File: config.mk
export PLATFORM = sky130hd
export DESIGN_NAME = gamepad_edge_repeat_tracker_flat
export DESIGN_NICKNAME = d
export VERILOG_FILES = /design/src/rtl/gert_pkg.sv /design/src/rtl/gert_if.sv /design/src/rtl/gamepad_edge_repeat_tracker.sv /design/src/flat_wrapper.sv
export SDC_FILE = /design/constraint.sdc
export NUM_CORES = 1
export LEC_CHECK = 0
export CORE_UTILIZATION = 30
export CTS_CLUSTER_DIAMETER = 200
export DETAILED_ROUTE_END_ITERATION = 16
export DONT_BUFFER_PORTS = 1
export PLACE_DENSITY_LB_ADDON = 0.08
export RECOVER_POWER = 25
export SKIP_LAST_GASP = 1
export SYNTH_ARGS = -nofsm -noshare
export SYNTH_HDL_FRONTEND = slang
export SYNTH_SLANG_ARGS = --single-unit
File: constraint.sdc
create_clock -name clk -period 8.4 [get_ports clk]
set_input_delay 0.84 -clock clk [delete_from_list [all_inputs] [get_ports clk]]
set_output_delay 0.84 -clock clk [all_outputs]
set_load 0.01 [all_outputs]
File: src/rtl/gert_pkg.sv
// Shared widths, codes and helper functions of the gamepad edge and repeat tracker.
package gert_pkg;

	localparam int unsigned BUTTON_W = 17;
	localparam int unsigned AXIS_W = 8;
	localparam int unsigned THR_W = 7;
	localparam int unsigned HOLD_W = 32;
	localparam int unsigned TIME_W = 48;
	localparam int unsigned NBITS = 25;
	localparam int unsigned MASK_W = 27;
	localparam int unsigned CNT_W = 4;
	localparam int unsigned CFG_IDX_W = 2;
	localparam int unsigned CFG_DATA_W = HOLD_W;

	localparam int unsigned BIT_CIRCLE = 5;
	localparam int unsigned BIT_CROSS = 6;
	localparam int unsigned BIT_HOME = 16;

	localparam logic [CNT_W-1:0] REPEAT_FIRE = CNT_W'(10);
	localparam logic [CNT_W-1:0] FAST_RELOAD = CNT_W'(6);

	localparam logic [AXIS_W-1:0] CENTER_RST = AXIS_W'(128);
	localparam logic [THR_W-1:0] THRESHOLD_RST = THR_W'(64);
	localparam logic [HOLD_W-1:0] HOME_HOLD_RST = HOLD_W'(1000000);

	typedef enum logic [1:0] {
		HOME_NONE = 2'd0,
		HOME_ENABLE = 2'd1,
		HOME_DISABLE = 2'd2
	} home_action_t;

	typedef enum logic [CFG_IDX_W-1:0] {
		REG_CENTER = 2'd0,
		REG_THRESHOLD = 2'd1,
		REG_ENTER_CIRCLE = 2'd2,
		REG_HOME_HOLD = 2'd3
	} cfg_reg_t;

	// {high, low} direction bits of one stick axis
	function automatic logic [1:0] axis_bits(input logic [AXIS_W-1:0] x,
			input logic [AXIS_W-1:0] c, input logic [THR_W-1:0] t);
		logic [AXIS_W:0] x_plus_t;
		logic [AXIS_W:0] c_plus_t;
		logic lo;
		logic hi;
		x_plus_t = {1'b0, x} + {{(AXIS_W+1-THR_W){1'b0}}, t};
		c_plus_t = {1'b0, c} + {{(AXIS_W+1-THR_W){1'b0}}, t};
		lo = x_plus_t < {1'b0, c};
		hi = !lo && ({1'b0, x} > c_plus_t);
		return {hi, lo};
	endfunction

	// Append enter and cancel copied from circle and cross
	function automatic logic [MASK_W-1:0] add_mirror(input logic [NBITS-1:0] m,
			input logic enter_circle);
		logic ent;
		logic can;
		ent = enter_circle ? m[BIT_CIRCLE] : m[BIT_CROSS];
		can = enter_circle ? m[BIT_CROSS] : m[BIT_CIRCLE];
		return {can, ent, m};
	endfunction

endpackage

File: src/rtl/gert_if.sv
// Sample and result channel interfaces of the gamepad edge and repeat tracker.
interface gert_in_if import gert_pkg::*; ();
	logic valid;
	logic ready;
	logic [BUTTON_W-1:0] button_bits;
	logic [AXIS_W-1:0] left_x;
	logic [AXIS_W-1:0] left_y;
	logic [AXIS_W-1:0] right_x;
	logic [AXIS_W-1:0] right_y;
	logic sample_valid;
	logic end_of_poll;
	logic [TIME_W-1:0] time_now_us;

	modport source (output valid, button_bits, left_x, left_y, right_x, right_y,
		sample_valid, end_of_poll, time_now_us, input ready);
	modport sink (input valid, button_bits, left_x, left_y, right_x, right_y,
		sample_valid, end_of_poll, time_now_us, output ready);
endinterface

interface gert_out_if import gert_pkg::*; ();
	logic valid;
	logic ready;
	logic [MASK_W-1:0] held_mask;
	logic [MASK_W-1:0] prior_held_mask;
	logic [MASK_W-1:0] pressed_mask;
	logic [MASK_W-1:0] released_mask;
	logic [MASK_W-1:0] fast_repeat_mask;
	logic [MASK_W-1:0] slow_repeat_mask;
	logic [1:0] home_action;

	modport source (output valid, held_mask, prior_held_mask, pressed_mask, released_mask,
		fast_repeat_mask, slow_repeat_mask, home_action, input ready);
	modport sink (input valid, held_mask, prior_held_mask, pressed_mask, released_mask,
		fast_repeat_mask, slow_repeat_mask, home_action, output ready);
endinterface

File: src/rtl/gamepad_edge_repeat_tracker.sv
// Gamepad edge and auto-repeat tracker: gathers port samples of a poll and reports
// held, edge and repeat masks plus a home-button action when the poll ends.
// One sample transaction is taken every clock cycle while the input register is not
// holding. A sample lands in the input register and is merged from there into the
// gathered mask; a sample that ends the poll also loads the result register as it
// leaves the input register, and the result is then offered. The input register
// holds only while a closing sample waits on a full result register whose transaction
// is not being taken.
module gamepad_edge_repeat_tracker import gert_pkg::*; (
	input logic clk,
	input logic arst_n,
	input logic cfg_we,
	input logic [CFG_IDX_W-1:0] cfg_index,
	input logic [CFG_DATA_W-1:0] cfg_wdata,
	gert_in_if.sink in_ch,
	gert_out_if.source out_ch
);

	logic [AXIS_W-1:0] center_q;
	logic [THR_W-1:0] threshold_q;
	logic enter_circle_q;
	logic [HOLD_W-1:0] home_hold_q;

	logic valid_s1;
	logic [BUTTON_W-1:0] buttons_s1;
	logic [AXIS_W-1:0] left_x_s1;
	logic [AXIS_W-1:0] left_y_s1;
	logic [AXIS_W-1:0] right_x_s1;
	logic [AXIS_W-1:0] right_y_s1;
	logic sample_valid_s1;
	logic eop_s1;
	logic [TIME_W-1:0] now_s1;

	logic [NBITS-1:0] gather_q;
	logic [NBITS-1:0] prev_q;
	logic [CNT_W-1:0] fast_cnt_q [NBITS];
	logic [CNT_W-1:0] slow_cnt_q [NBITS];
	logic [TIME_W-1:0] deadline_q;

	logic out_valid_q;
	logic [MASK_W-1:0] held_q;
	logic [MASK_W-1:0] prior_q;
	logic [MASK_W-1:0] pressed_q;
	logic [MASK_W-1:0] released_q;
	logic [MASK_W-1:0] fast_q;
	logic [MASK_W-1:0] slow_q;
	home_action_t action_q;

	logic out_free;
	logic take_s1;
	logic close_s1;
	logic [NBITS-1:0] sample;
	logic [NBITS-1:0] cur;
	logic [NBITS-1:0] pressed;
	logic [NBITS-1:0] released;
	logic [NBITS-1:0] fast;
	logic [NBITS-1:0] slow;
	logic [CNT_W-1:0] fast_cnt_d [NBITS];
	logic [CNT_W-1:0] slow_cnt_d [NBITS];
	home_action_t action;

	assign out_free = !out_valid_q || out_ch.ready;
	assign take_s1 = valid_s1 && (!eop_s1 || out_free);
	assign close_s1 = take_s1 && eop_s1;
	assign in_ch.ready = !valid_s1 || take_s1;

	always_comb begin
		sample = {axis_bits(right_y_s1, center_q, threshold_q),
			axis_bits(right_x_s1, center_q, threshold_q),
			axis_bits(left_y_s1, center_q, threshold_q),
			axis_bits(left_x_s1, center_q, threshold_q),
			buttons_s1};
		cur = sample_valid_s1 ? (gather_q | sample) : gather_q;
		pressed = cur & ~prev_q;
		released = ~cur & prev_q;
		fast = pressed;
		slow = pressed;
		for (int i = 0; i < NBITS; i++) begin
			fast_cnt_d[i] = '0;
			slow_cnt_d[i] = '0;
			if (cur[i]) begin
				if (fast_cnt_q[i] >= REPEAT_FIRE) begin
					fast[i] = 1'b1;
					fast_cnt_d[i] = FAST_RELOAD + CNT_W'(1);
				end else begin
					fast_cnt_d[i] = fast_cnt_q[i] + CNT_W'(1);
				end
				if (slow_cnt_q[i] >= REPEAT_FIRE) begin
					slow[i] = 1'b1;
					slow_cnt_d[i] = REPEAT_FIRE + CNT_W'(1);
				end else begin
					slow_cnt_d[i] = slow_cnt_q[i] + CNT_W'(1);
				end
			end
		end
		action = HOME_NONE;
		if (cur[BIT_HOME]) begin
			if (prev_q[BIT_HOME] && now_s1 >= deadline_q) begin
				action = HOME_DISABLE;
			end
		end else if (!prev_q[BIT_HOME]) begin
			action = HOME_ENABLE;
		end
	end

	always_ff @(posedge clk or negedge arst_n) begin
		if (!arst_n) begin
			center_q <= CENTER_RST;
			threshold_q <= THRESHOLD_RST;
			enter_circle_q <= 1'b0;
			home_hold_q <= HOME_HOLD_RST;
		end else if (cfg_we) begin
			unique case (cfg_reg_t'(cfg_index))
				REG_CENTER: center_q <= cfg_wdata[AXIS_W-1:0];
				REG_THRESHOLD: threshold_q <= cfg_wdata[THR_W-1:0];
				REG_ENTER_CIRCLE: enter_circle_q <= cfg_wdata[0];
				REG_HOME_HOLD: home_hold_q <= cfg_wdata[HOLD_W-1:0];
				default: ;
			endcase
		end
	end

	always_ff @(posedge clk or negedge arst_n) begin
		if (!arst_n) begin
			valid_s1 <= 1'b0;
		end else if (in_ch.ready) begin
			valid_s1 <= in_ch.valid;
		end
	end

	always_ff @(posedge clk) begin
		if (in_ch.ready && in_ch.valid) begin
			buttons_s1 <= in_ch.button_bits;
			left_x_s1 <= in_ch.left_x;
			left_y_s1 <= in_ch.left_y;
			right_x_s1 <= in_ch.right_x;
			right_y_s1 <= in_ch.right_y;
			sample_valid_s1 <= in_ch.sample_valid;
			eop_s1 <= in_ch.end_of_poll;
			now_s1 <= in_ch.time_now_us;
		end
	end

	always_ff @(posedge clk or negedge arst_n) begin
		if (!arst_n) begin
			gather_q <= '0;
			prev_q <= '0;
			deadline_q <= '0;
			for (int i = 0; i < NBITS; i++) begin
				fast_cnt_q[i] <= '0;
				slow_cnt_q[i] <= '0;
			end
		end else if (take_s1) begin
			if (eop_s1) begin
				gather_q <= '0;
				prev_q <= cur;
				if (cur[BIT_HOME] && !prev_q[BIT_HOME]) begin
					deadline_q <= now_s1 + {{(TIME_W-HOLD_W){1'b0}}, home_hold_q};
				end
				for (int i = 0; i < NBITS; i++) begin
					fast_cnt_q[i] <= fast_cnt_d[i];
					slow_cnt_q[i] <= slow_cnt_d[i];
				end
			end else begin
				gather_q <= cur;
			end
		end
	end

	always_ff @(posedge clk or negedge arst_n) begin
		if (!arst_n) begin
			out_valid_q <= 1'b0;
		end else if (out_free) begin
			out_valid_q <= close_s1;
		end
	end

	always_ff @(posedge clk) begin
		if (close_s1) begin
			held_q <= add_mirror(cur, enter_circle_q);
			prior_q <= add_mirror(prev_q, enter_circle_q);
			pressed_q <= add_mirror(pressed, enter_circle_q);
			released_q <= add_mirror(released, enter_circle_q);
			fast_q <= add_mirror(fast, enter_circle_q);
			slow_q <= add_mirror(slow, enter_circle_q);
			action_q <= action;
		end
	end

	assign out_ch.valid = out_valid_q;
	assign out_ch.held_mask = held_q;
	assign out_ch.prior_held_mask = prior_q;
	assign out_ch.pressed_mask = pressed_q;
	assign out_ch.released_mask = released_q;
	assign out_ch.fast_repeat_mask = fast_q;
	assign out_ch.slow_repeat_mask = slow_q;
	assign out_ch.home_action = action_q;

endmodule

File: src/flat_wrapper.sv
// flat-port wrapper written by rule: the top's interface ports become plain ports
module gamepad_edge_repeat_tracker_flat import gert_pkg::*;
  (clk, arst_n, cfg_we, cfg_index, cfg_wdata, in_ch_valid, in_ch_button_bits, in_ch_left_x, in_ch_left_y, in_ch_right_x, in_ch_right_y, in_ch_sample_valid, in_ch_end_of_poll, in_ch_time_now_us, in_ch_ready, out_ch_valid, out_ch_held_mask, out_ch_prior_held_mask, out_ch_pressed_mask, out_ch_released_mask, out_ch_fast_repeat_mask, out_ch_slow_repeat_mask, out_ch_home_action, out_ch_ready);
  gert_in_if in_ch_i ();
  gert_out_if out_ch_i ();
  input logic clk;
  input logic arst_n;
  input logic cfg_we;
  input logic [CFG_IDX_W-1:0] cfg_index;
  input logic [CFG_DATA_W-1:0] cfg_wdata;
  input wire logic [$bits(in_ch_i.valid)-1:0] in_ch_valid;
  input wire logic [$bits(in_ch_i.button_bits)-1:0] in_ch_button_bits;
  input wire logic [$bits(in_ch_i.left_x)-1:0] in_ch_left_x;
  input wire logic [$bits(in_ch_i.left_y)-1:0] in_ch_left_y;
  input wire logic [$bits(in_ch_i.right_x)-1:0] in_ch_right_x;
  input wire logic [$bits(in_ch_i.right_y)-1:0] in_ch_right_y;
  input wire logic [$bits(in_ch_i.sample_valid)-1:0] in_ch_sample_valid;
  input wire logic [$bits(in_ch_i.end_of_poll)-1:0] in_ch_end_of_poll;
  input wire logic [$bits(in_ch_i.time_now_us)-1:0] in_ch_time_now_us;
  output wire logic [$bits(in_ch_i.ready)-1:0] in_ch_ready;
  output wire logic [$bits(out_ch_i.valid)-1:0] out_ch_valid;
  output wire logic [$bits(out_ch_i.held_mask)-1:0] out_ch_held_mask;
  output wire logic [$bits(out_ch_i.prior_held_mask)-1:0] out_ch_prior_held_mask;
  output wire logic [$bits(out_ch_i.pressed_mask)-1:0] out_ch_pressed_mask;
  output wire logic [$bits(out_ch_i.released_mask)-1:0] out_ch_released_mask;
  output wire logic [$bits(out_ch_i.fast_repeat_mask)-1:0] out_ch_fast_repeat_mask;
  output wire logic [$bits(out_ch_i.slow_repeat_mask)-1:0] out_ch_slow_repeat_mask;
  output wire logic [$bits(out_ch_i.home_action)-1:0] out_ch_home_action;
  input wire logic [$bits(out_ch_i.ready)-1:0] out_ch_ready;
  assign in_ch_i.valid = in_ch_valid;
  assign in_ch_i.button_bits = in_ch_button_bits;
  assign in_ch_i.left_x = in_ch_left_x;
  assign in_ch_i.left_y = in_ch_left_y;
  assign in_ch_i.right_x = in_ch_right_x;
  assign in_ch_i.right_y = in_ch_right_y;
  assign in_ch_i.sample_valid = in_ch_sample_valid;
  assign in_ch_i.end_of_poll = in_ch_end_of_poll;
  assign in_ch_i.time_now_us = in_ch_time_now_us;
  assign in_ch_ready = in_ch_i.ready;
  assign out_ch_valid = out_ch_i.valid;
  assign out_ch_held_mask = out_ch_i.held_mask;
  assign out_ch_prior_held_mask = out_ch_i.prior_held_mask;
  assign out_ch_pressed_mask = out_ch_i.pressed_mask;
  assign out_ch_released_mask = out_ch_i.released_mask;
  assign out_ch_fast_repeat_mask = out_ch_i.fast_repeat_mask;
  assign out_ch_slow_repeat_mask = out_ch_i.slow_repeat_mask;
  assign out_ch_home_action = out_ch_i.home_action;
  assign out_ch_i.ready = out_ch_ready;
  gamepad_edge_repeat_tracker u_core (.clk(clk), .arst_n(arst_n), .cfg_we(cfg_we), .cfg_index(cfg_index), .cfg_wdata(cfg_wdata), .in_ch(in_ch_i), .out_ch(out_ch_i));
endmodule
# Word-level counts from Yosys, hierarchy flattened

Index checks and enable logic that the tools add are counted.

Register bits: 611
Output and inout bits: 166

Add/sub/neg operators: 56
$lt $le $gt $ge: 59
Eq/ne operators: 3
Muxes and demuxes: 217
Bitwise logic cells: 5
Reductions and logical operators: 27

Operators with widths:

| kind                                                      | number |
|---|---|
| 2-to-1 mux 4 bit                                          | 100 |
| adder 4 x 1 -> 4 bit (second input constant)              | 50 |
| greater-or-equal comparator 4 bit (second input constant) | 50 |
| 2-to-1 mux 1 bit                                          | 113 |
| bitwise AND 25 bit                                        | 2 |
| 2-to-1 mux 25 bit                                         | 2 |
| NOT 25 bit                                                | 2 |
| adder 48 x 32 -> 48 bit                                   | 1 |
| greater-or-equal comparator 48 bit                        | 1 |
| adder 8 x 7 -> 9 bit                                      | 5 |
| greater-than comparator 8 x 9 -> 1 bit                    | 4 |
| < comparator 9 x 8 -> 1 bit                               | 4 |
| OR 25 bit                                                 | 1 |
| AND reduction 2 bit                                       | 5 |
| logical AND 1 bit                                         | 9 |
| logical NOT 1 bit                                         | 8 |
| equality test 2 bit (second input constant)               | 2 |
| 2-to-1 mux 2 bit                                          | 2 |
| logical OR 1 bit                                          | 3 |
| AND reduction 3 bit                                       | 1 |
| equality test 2 x 1 -> 1 bit (second input constant)      | 1 |
| logical NOT 2 bit                                         | 1 |

# Longest topological paths before layout

Word-level depth: 10
Gate-level depth with buffers: 18

# Worst setup path before layout

OpenSTA, ideal clock, no wires.

Path kind: input to register
Start point: input port out_ch_ready
End point: register u_core.fast_q[0], in the netlist u_core.out_ch.fast_repeat_mask[0], enable pin
Library setup time: 0.592 ns
Data arrival time: 6.331 ns
Required time: 7.808 ns
Setup slack: 1.477 ns
Cell stages on the path: 7
Buffers on the path: 3
Path through: nand3b_1 > and2_1 > clkbuf_1 > nand2_1 > inv_2 > clkbuf_1 > clkbuf_1

Word-level cells in the longest chain between the ends: 4

Ends and longest elaborated chain:

| what                      | line                               | source |
|---|---|---|
| from (decl)               | flat_wrapper.sv:29                 | `input wire logic [$bits(out_ch_i.ready)-1:0] out_ch_ready;` |
| logical OR 1 bit          | gamepad_edge_repeat_tracker.sv:62  | `assign out_free = !out_valid_q \|\| out_ch.ready;` |
| logical OR 1 bit          | gamepad_edge_repeat_tracker.sv:63  | `assign take_s1 = valid_s1 && (!eop_s1 \|\| out_free);` |
| logical AND 1 bit         | gamepad_edge_repeat_tracker.sv:63  |  |
| logical AND 1 bit         | gamepad_edge_repeat_tracker.sv:64  | `assign close_s1 = take_s1 && eop_s1;` |
| named net u_core.close_s1 | gamepad_edge_repeat_tracker.sv:51  | `logic close_s1;` |
| to (signal assigned)      | gamepad_edge_repeat_tracker.sv:184 | `fast_q <= add_mirror(fast, enter_circle_q);` |
| to (decl)                 | gamepad_edge_repeat_tracker.sv:45  | `logic [MASK_W-1:0] fast_q;` |

The timed path passes the listed nets, and every way through them passes these cells.
A chain may end at the register's enable or synchronous reset.

# Worst setup path after layout

Start point: register u_core.threshold_q[0]
End point: register u_core.slow_cnt_q[18] (netlist bit)

Word-level cells in the longest chain between the ends: 7
Elaborated cells on any way between the ends: 9
Those cells by class: add/sub (2); order compare (2); mux (2); bitwise (1); reduce/logical (2)

Ends and longest elaborated chain:

| what                            | line                               | source |
|---|---|---|
| from (decl)                     | gamepad_edge_repeat_tracker.sv:20  | `logic [THR_W-1:0] threshold_q;` |
| from (signal assigned)          | gamepad_edge_repeat_tracker.sv:115 | `REG_THRESHOLD: threshold_q <= cfg_wdata[THR_W-1:0];` |
| adder 8 x 7 -> 9 bit            | gert_pkg.sv:46                     | `x_plus_t = {1'b0, x} + {{(AXIS_W+1-THR_W){1'b0}}, t};` |
| < comparator 9 x 8 -> 1 bit     | gert_pkg.sv:48                     | `lo = x_plus_t < {1'b0, c};` |
| logical NOT 1 bit               | gert_pkg.sv:49                     | `hi = !lo && ({1'b0, x} > c_plus_t);` |
| logical AND 1 bit (*)           | gert_pkg.sv:49                     |  |
| OR 25 bit (*)                   | gamepad_edge_repeat_tracker.sv:73  | `cur = sample_valid_s1 ? (gather_q \| sample) : gather_q;` |
| 2-to-1 mux 25 bit (*)           | gamepad_edge_repeat_tracker.sv:73  |  |
| named net u_core.cur[20]        | gamepad_edge_repeat_tracker.sv:53  | `logic [NBITS-1:0] cur;` |
| 2-to-1 mux 4 bit (*)            | gamepad_edge_repeat_tracker.sv:81  | `if (cur[i]) begin` |
| to (signal, indexed assignment) | gamepad_edge_repeat_tracker.sv:162 | `slow_cnt_q[i] <= slow_cnt_d[i];` |
| to (decl)                       | gamepad_edge_repeat_tracker.sv:37  | `logic [CNT_W-1:0] slow_cnt_q [NBITS];` |

The timed path passes the listed nets; every way through them passes the cells marked *.

==> reports/results.ini <==
[run_status]
status = finished, violations left
failed_checks = capacitance limit, slew limit

[logic_synthesis]
syn_area_um2 = 30700
synthArstFlopShare = 0.570
ys_ff_latch = 611
netlist_instances = 2739
synth_top_cell_by_area = dfrtp_1
synth.area.top_cells = dfrtp_1, edfxtp_1, ha_1
synth.top_cell.area_share = 0.276
synth_ff_type = dfrtp_1
syn_avg_cell_area_um2 = 11.2
ys_types = 77
yosysSeqAreaShare = 0.541
yosysWarnings = 0
synth_fp_nets = 3154
synth_edf_count = 263

[power_and_ir_drop]
pwr-share-comb = 0.238
cellPowerDensity_nw_per_um2 = 281
p_int_uw = 6590
power_leakage_uw = 0.0150
seq_power_share = 0.423
peakVddDrop_mv = 0.198
net-switching-power_uw = 3170
clockPowerShare = 0.340
swShare = 0.325

[sta]
rsz0062_at_grt = no
fmax_mhz = 229
setup_viol = 0
fin_crit_sh = 0.520
fin_crit_ns = 4.37
fin_ws_ns = 4.03
report.final.slew_viol_count = 397
slew_headroom = -1.91
hold_viol = 0
worst_slew_pin_slew_ns = 4.36
holdWs_ns = 0.0687
setup_tns_ns = 0
fin_skew_ns = 0.0197

[worst_setup_path]
max_stage_delay_ns = 0.66
cp_slowest_cell = nor2_1
crit_family = compound AO/OA/AOI/OAI gates
critPathCapture = u_core.slow_cnt_q[18]
worstSetupPathDepth = 16
startpoint_type = flip-flop
crit_chain = ha_1 > inv_1 > fa_1 > nor2b_1 > o21a_1 > nor2_1 > xnor2_1 > ha_1 > a21o_1 > a211oi_1 > o21ai_0 > a211oi_1 > nor4_1 > nor2_1 > inv_1 > a32o_1
crit_required_ns = 8.92
reg2reg_slack_ns = 4.03
cp_max_fo = 11
path_buf_inv = 2
path_class = reg2reg
cp.arrival_ns = 4.89
reg2reg_from = u_core.threshold_q[0]
cp-startpoint = u_core.threshold_q[0]
worstSetupEndpointType = flip-flop
reg2regPathDepth = 16
worstReg2RegEnd = u_core.slow_cnt_q[18]

[finish]
fin_nets = 3153
antenna_cells = 0
n_fill_cell = 10200
syn_to_final_growth_pct = 13.0
drive_above_1_share = 0.0792

[cts]
cts_num_sinks = 611
clockBufferDepth = 3
clkLatencyLatePin_ns = 0.64
cts_setup_buffers = 0
cts_tree = yes
root_buffer = clkbuf_16
htree_levels = 3
cts_buffers = 77
cts_resized = 0
path_clk_slew_ns = 0.06

[grt]
grt_max_degree = 349
grt_pass1_vias = 20300
grt_usage = 0.148
overflow = 0
antenna_found_initial = 11
grt_pass1_wl_mm = 119

[route]
first_iter_violations = 1211
wirelength_mm = 77.4
ant_nets = 0
dr.pass1.iters = 5
via_per_inst = 4.92
wl_per_cell_um = 18.6
route.detailed.drc = 0
vias = 20500

[floorplanning]
start_util = 0.302
fp.coreArea_um2 = 102000
ios = 304
die_y_um = 322
die-area_um2 = 104000
die_w_um = 322
num_rows = 117

[placement]
hpwlAfterDp_mm = 51.4
dp_worst_setup_slack_ns = 3.98
place.gp.congestion = 0.799
port_buffers = 0

[hold_path]
hp-class = in2async

[run]
drv_cap = 4

-- how the worst min path moves through the flow --
stage                          start                      to  slack [ns]  cells past startpoint
3_5_place_dp   u_core.deadline_q[11]   u_core.deadline_q[11]        0.47                      2
2_1_floorplan  u_core.deadline_q[41]   u_core.deadline_q[41]        0.45                      2
3_3_place_gp    u_core.deadline_q[6]    u_core.deadline_q[6]        0.46                      2
5_1_grt                       arst_n  u_core.home_hold_q[17]        0.01                      0
4_1_cts                       arst_n        u_core.prev_q[7]       -0.14                      0
6_report                      arst_n  u_core.home_hold_q[19]        0.07                      0
-- stage by stage --
| stage | instance area [µm²] | cells | total power, µW | util |
|---|---|---|---|---|
| finish | 34700 | 4171 | 9760 | 0.342 |
| global route | 34700 | 4171 | 10500 | 0.342 |
| CTS | 34700 | 4169 | 9910 | 0.342 |
| detailed placement | 32200 | 4025 | 6490 | 0.317 |
| global placement | 32200 | 4025 | 6420 | 0.317 |
| floorplan | 30700 | 2739 | 5820 | - |
-- synthesized netlist by cell type (8+ instances only) --
cell and number:
dfrtp_1 339, a21oi_1 303, ha_1 271, edfxtp_1 263, nand2_1 208, inv_1 183, o21ai_0 180, nor2_1 114
a21o_1 81, clkbuf_1 81, a211oi_1 58, mux2_2 58, o31ai_1 53, nor3_1 46, xnor2_1 46, nand2b_1 44
a41oi_1 37, and2_1 31, nor2b_1 27, a22o_1 25, xor2_1 24, nand3_1 23, nor3b_1 22, o21a_1 21
nand4_1 17, o21bai_1 15, a32oi_1 14, buf_1 13, o22a_1 12, o22ai_1 11, dfstp_2 9, o211ai_1 8
-- sequential cells by signal (all words and copies together) (netlist names), 17 cells and up --
signal	cells
u_core.home_hold_q	32
u_core.deadline_q	48
u_core.out_ch.prior_held_mask	27
u_core.out_ch.pressed_mask	27
u_core.fast_cnt_q	100
u_core.prev_q	25
u_core.now_s1	48
u_core.out_ch.slow_repeat_mask	27
u_core.gather_q	25
u_core.out_ch.held_mask	27
u_core.out_ch.fast_repeat_mask	27
u_core.buttons_s1	17
u_core.slow_cnt_q	100
u_core.out_ch.released_mask	27
-- cells by family after synthesis --
logic type	Yosys count	synth area share
buffers and inverters	288	0.0360
xor gates and xnor gates	70	0.0200
adders and majority gates	279	0.115
AOI/OAI and AO/OA	867	0.178
muxes	61	0.0222
and+or+nand+nor	563	0.0878
DFF	611	0.541
-- power by group through the flow --
stage	Sequential [µW]	Combinational [µW]	Clock [µW]
2_1_floorplan	4030	1790	0
3_3_place_gp	4170	2250	0
3_5_place_dp	4190	2300	0
4_1_cts	4140	2320	3450
5_1_grt	4200	2690	3570
6_report	4130	2320	3320
-- layout make-up --
class                   count  area (µm²)  share of cell area
well taps                1368        1710              0.0493
flip-flops and latches    611       16600               0.479
clock buffers              98        2100              0.0605
repair buffers             21         153             0.00440
multi-input cells        1840       13000               0.375
clock inverters            46         407              0.0117
inverters                 187         709              0.0204
-- routing by layer --
metal,part of all wire,vias to the layer above,GRT usage
li1,-,10000,-
met1,0.47,9942,0.194
met2,0.45,392,0.233
met3,0.060,134,0.0445
met4,0.022,12,0.0435
met5,0.00097,-,0
-- cell usage in the layout (no fill, tap or decap), types with 11 or more instances in the layout --
| master | n |
|---|---|
| nor2b_1 | 27 |
| clkbuf_16 | 80 |
| xnor2_1 | 46 |
| a22o_1 | 25 |
| inv_1 | 183 |
| mux2_2 | 58 |
| dfrtp_1 | 339 |
| and2_1 | 23 |
| nor3b_1 | 22 |
| o31ai_1 | 53 |
| o21a_1 | 21 |
| clkinv_2 | 20 |
| a211oi_1 | 58 |
| nand2b_1 | 44 |
| nor3_1 | 46 |
| edfxtp_1 | 263 |
| a21oi_1 | 303 |
| nor2_1 | 114 |
| o21ai_0 | 180 |
| a41oi_1 | 37 |
| clkbuf_1 | 23 |
| o22a_1 | 12 |
| o21bai_1 | 15 |
| a32oi_1 | 14 |
| xor2_1 | 24 |
| nand2_1 | 206 |
| o22ai_1 | 11 |
| nand3_1 | 23 |
| nand4_1 | 17 |
| a21o_1 | 81 |
| ha_1 | 271 |
(Power assumes the default switching activity.)
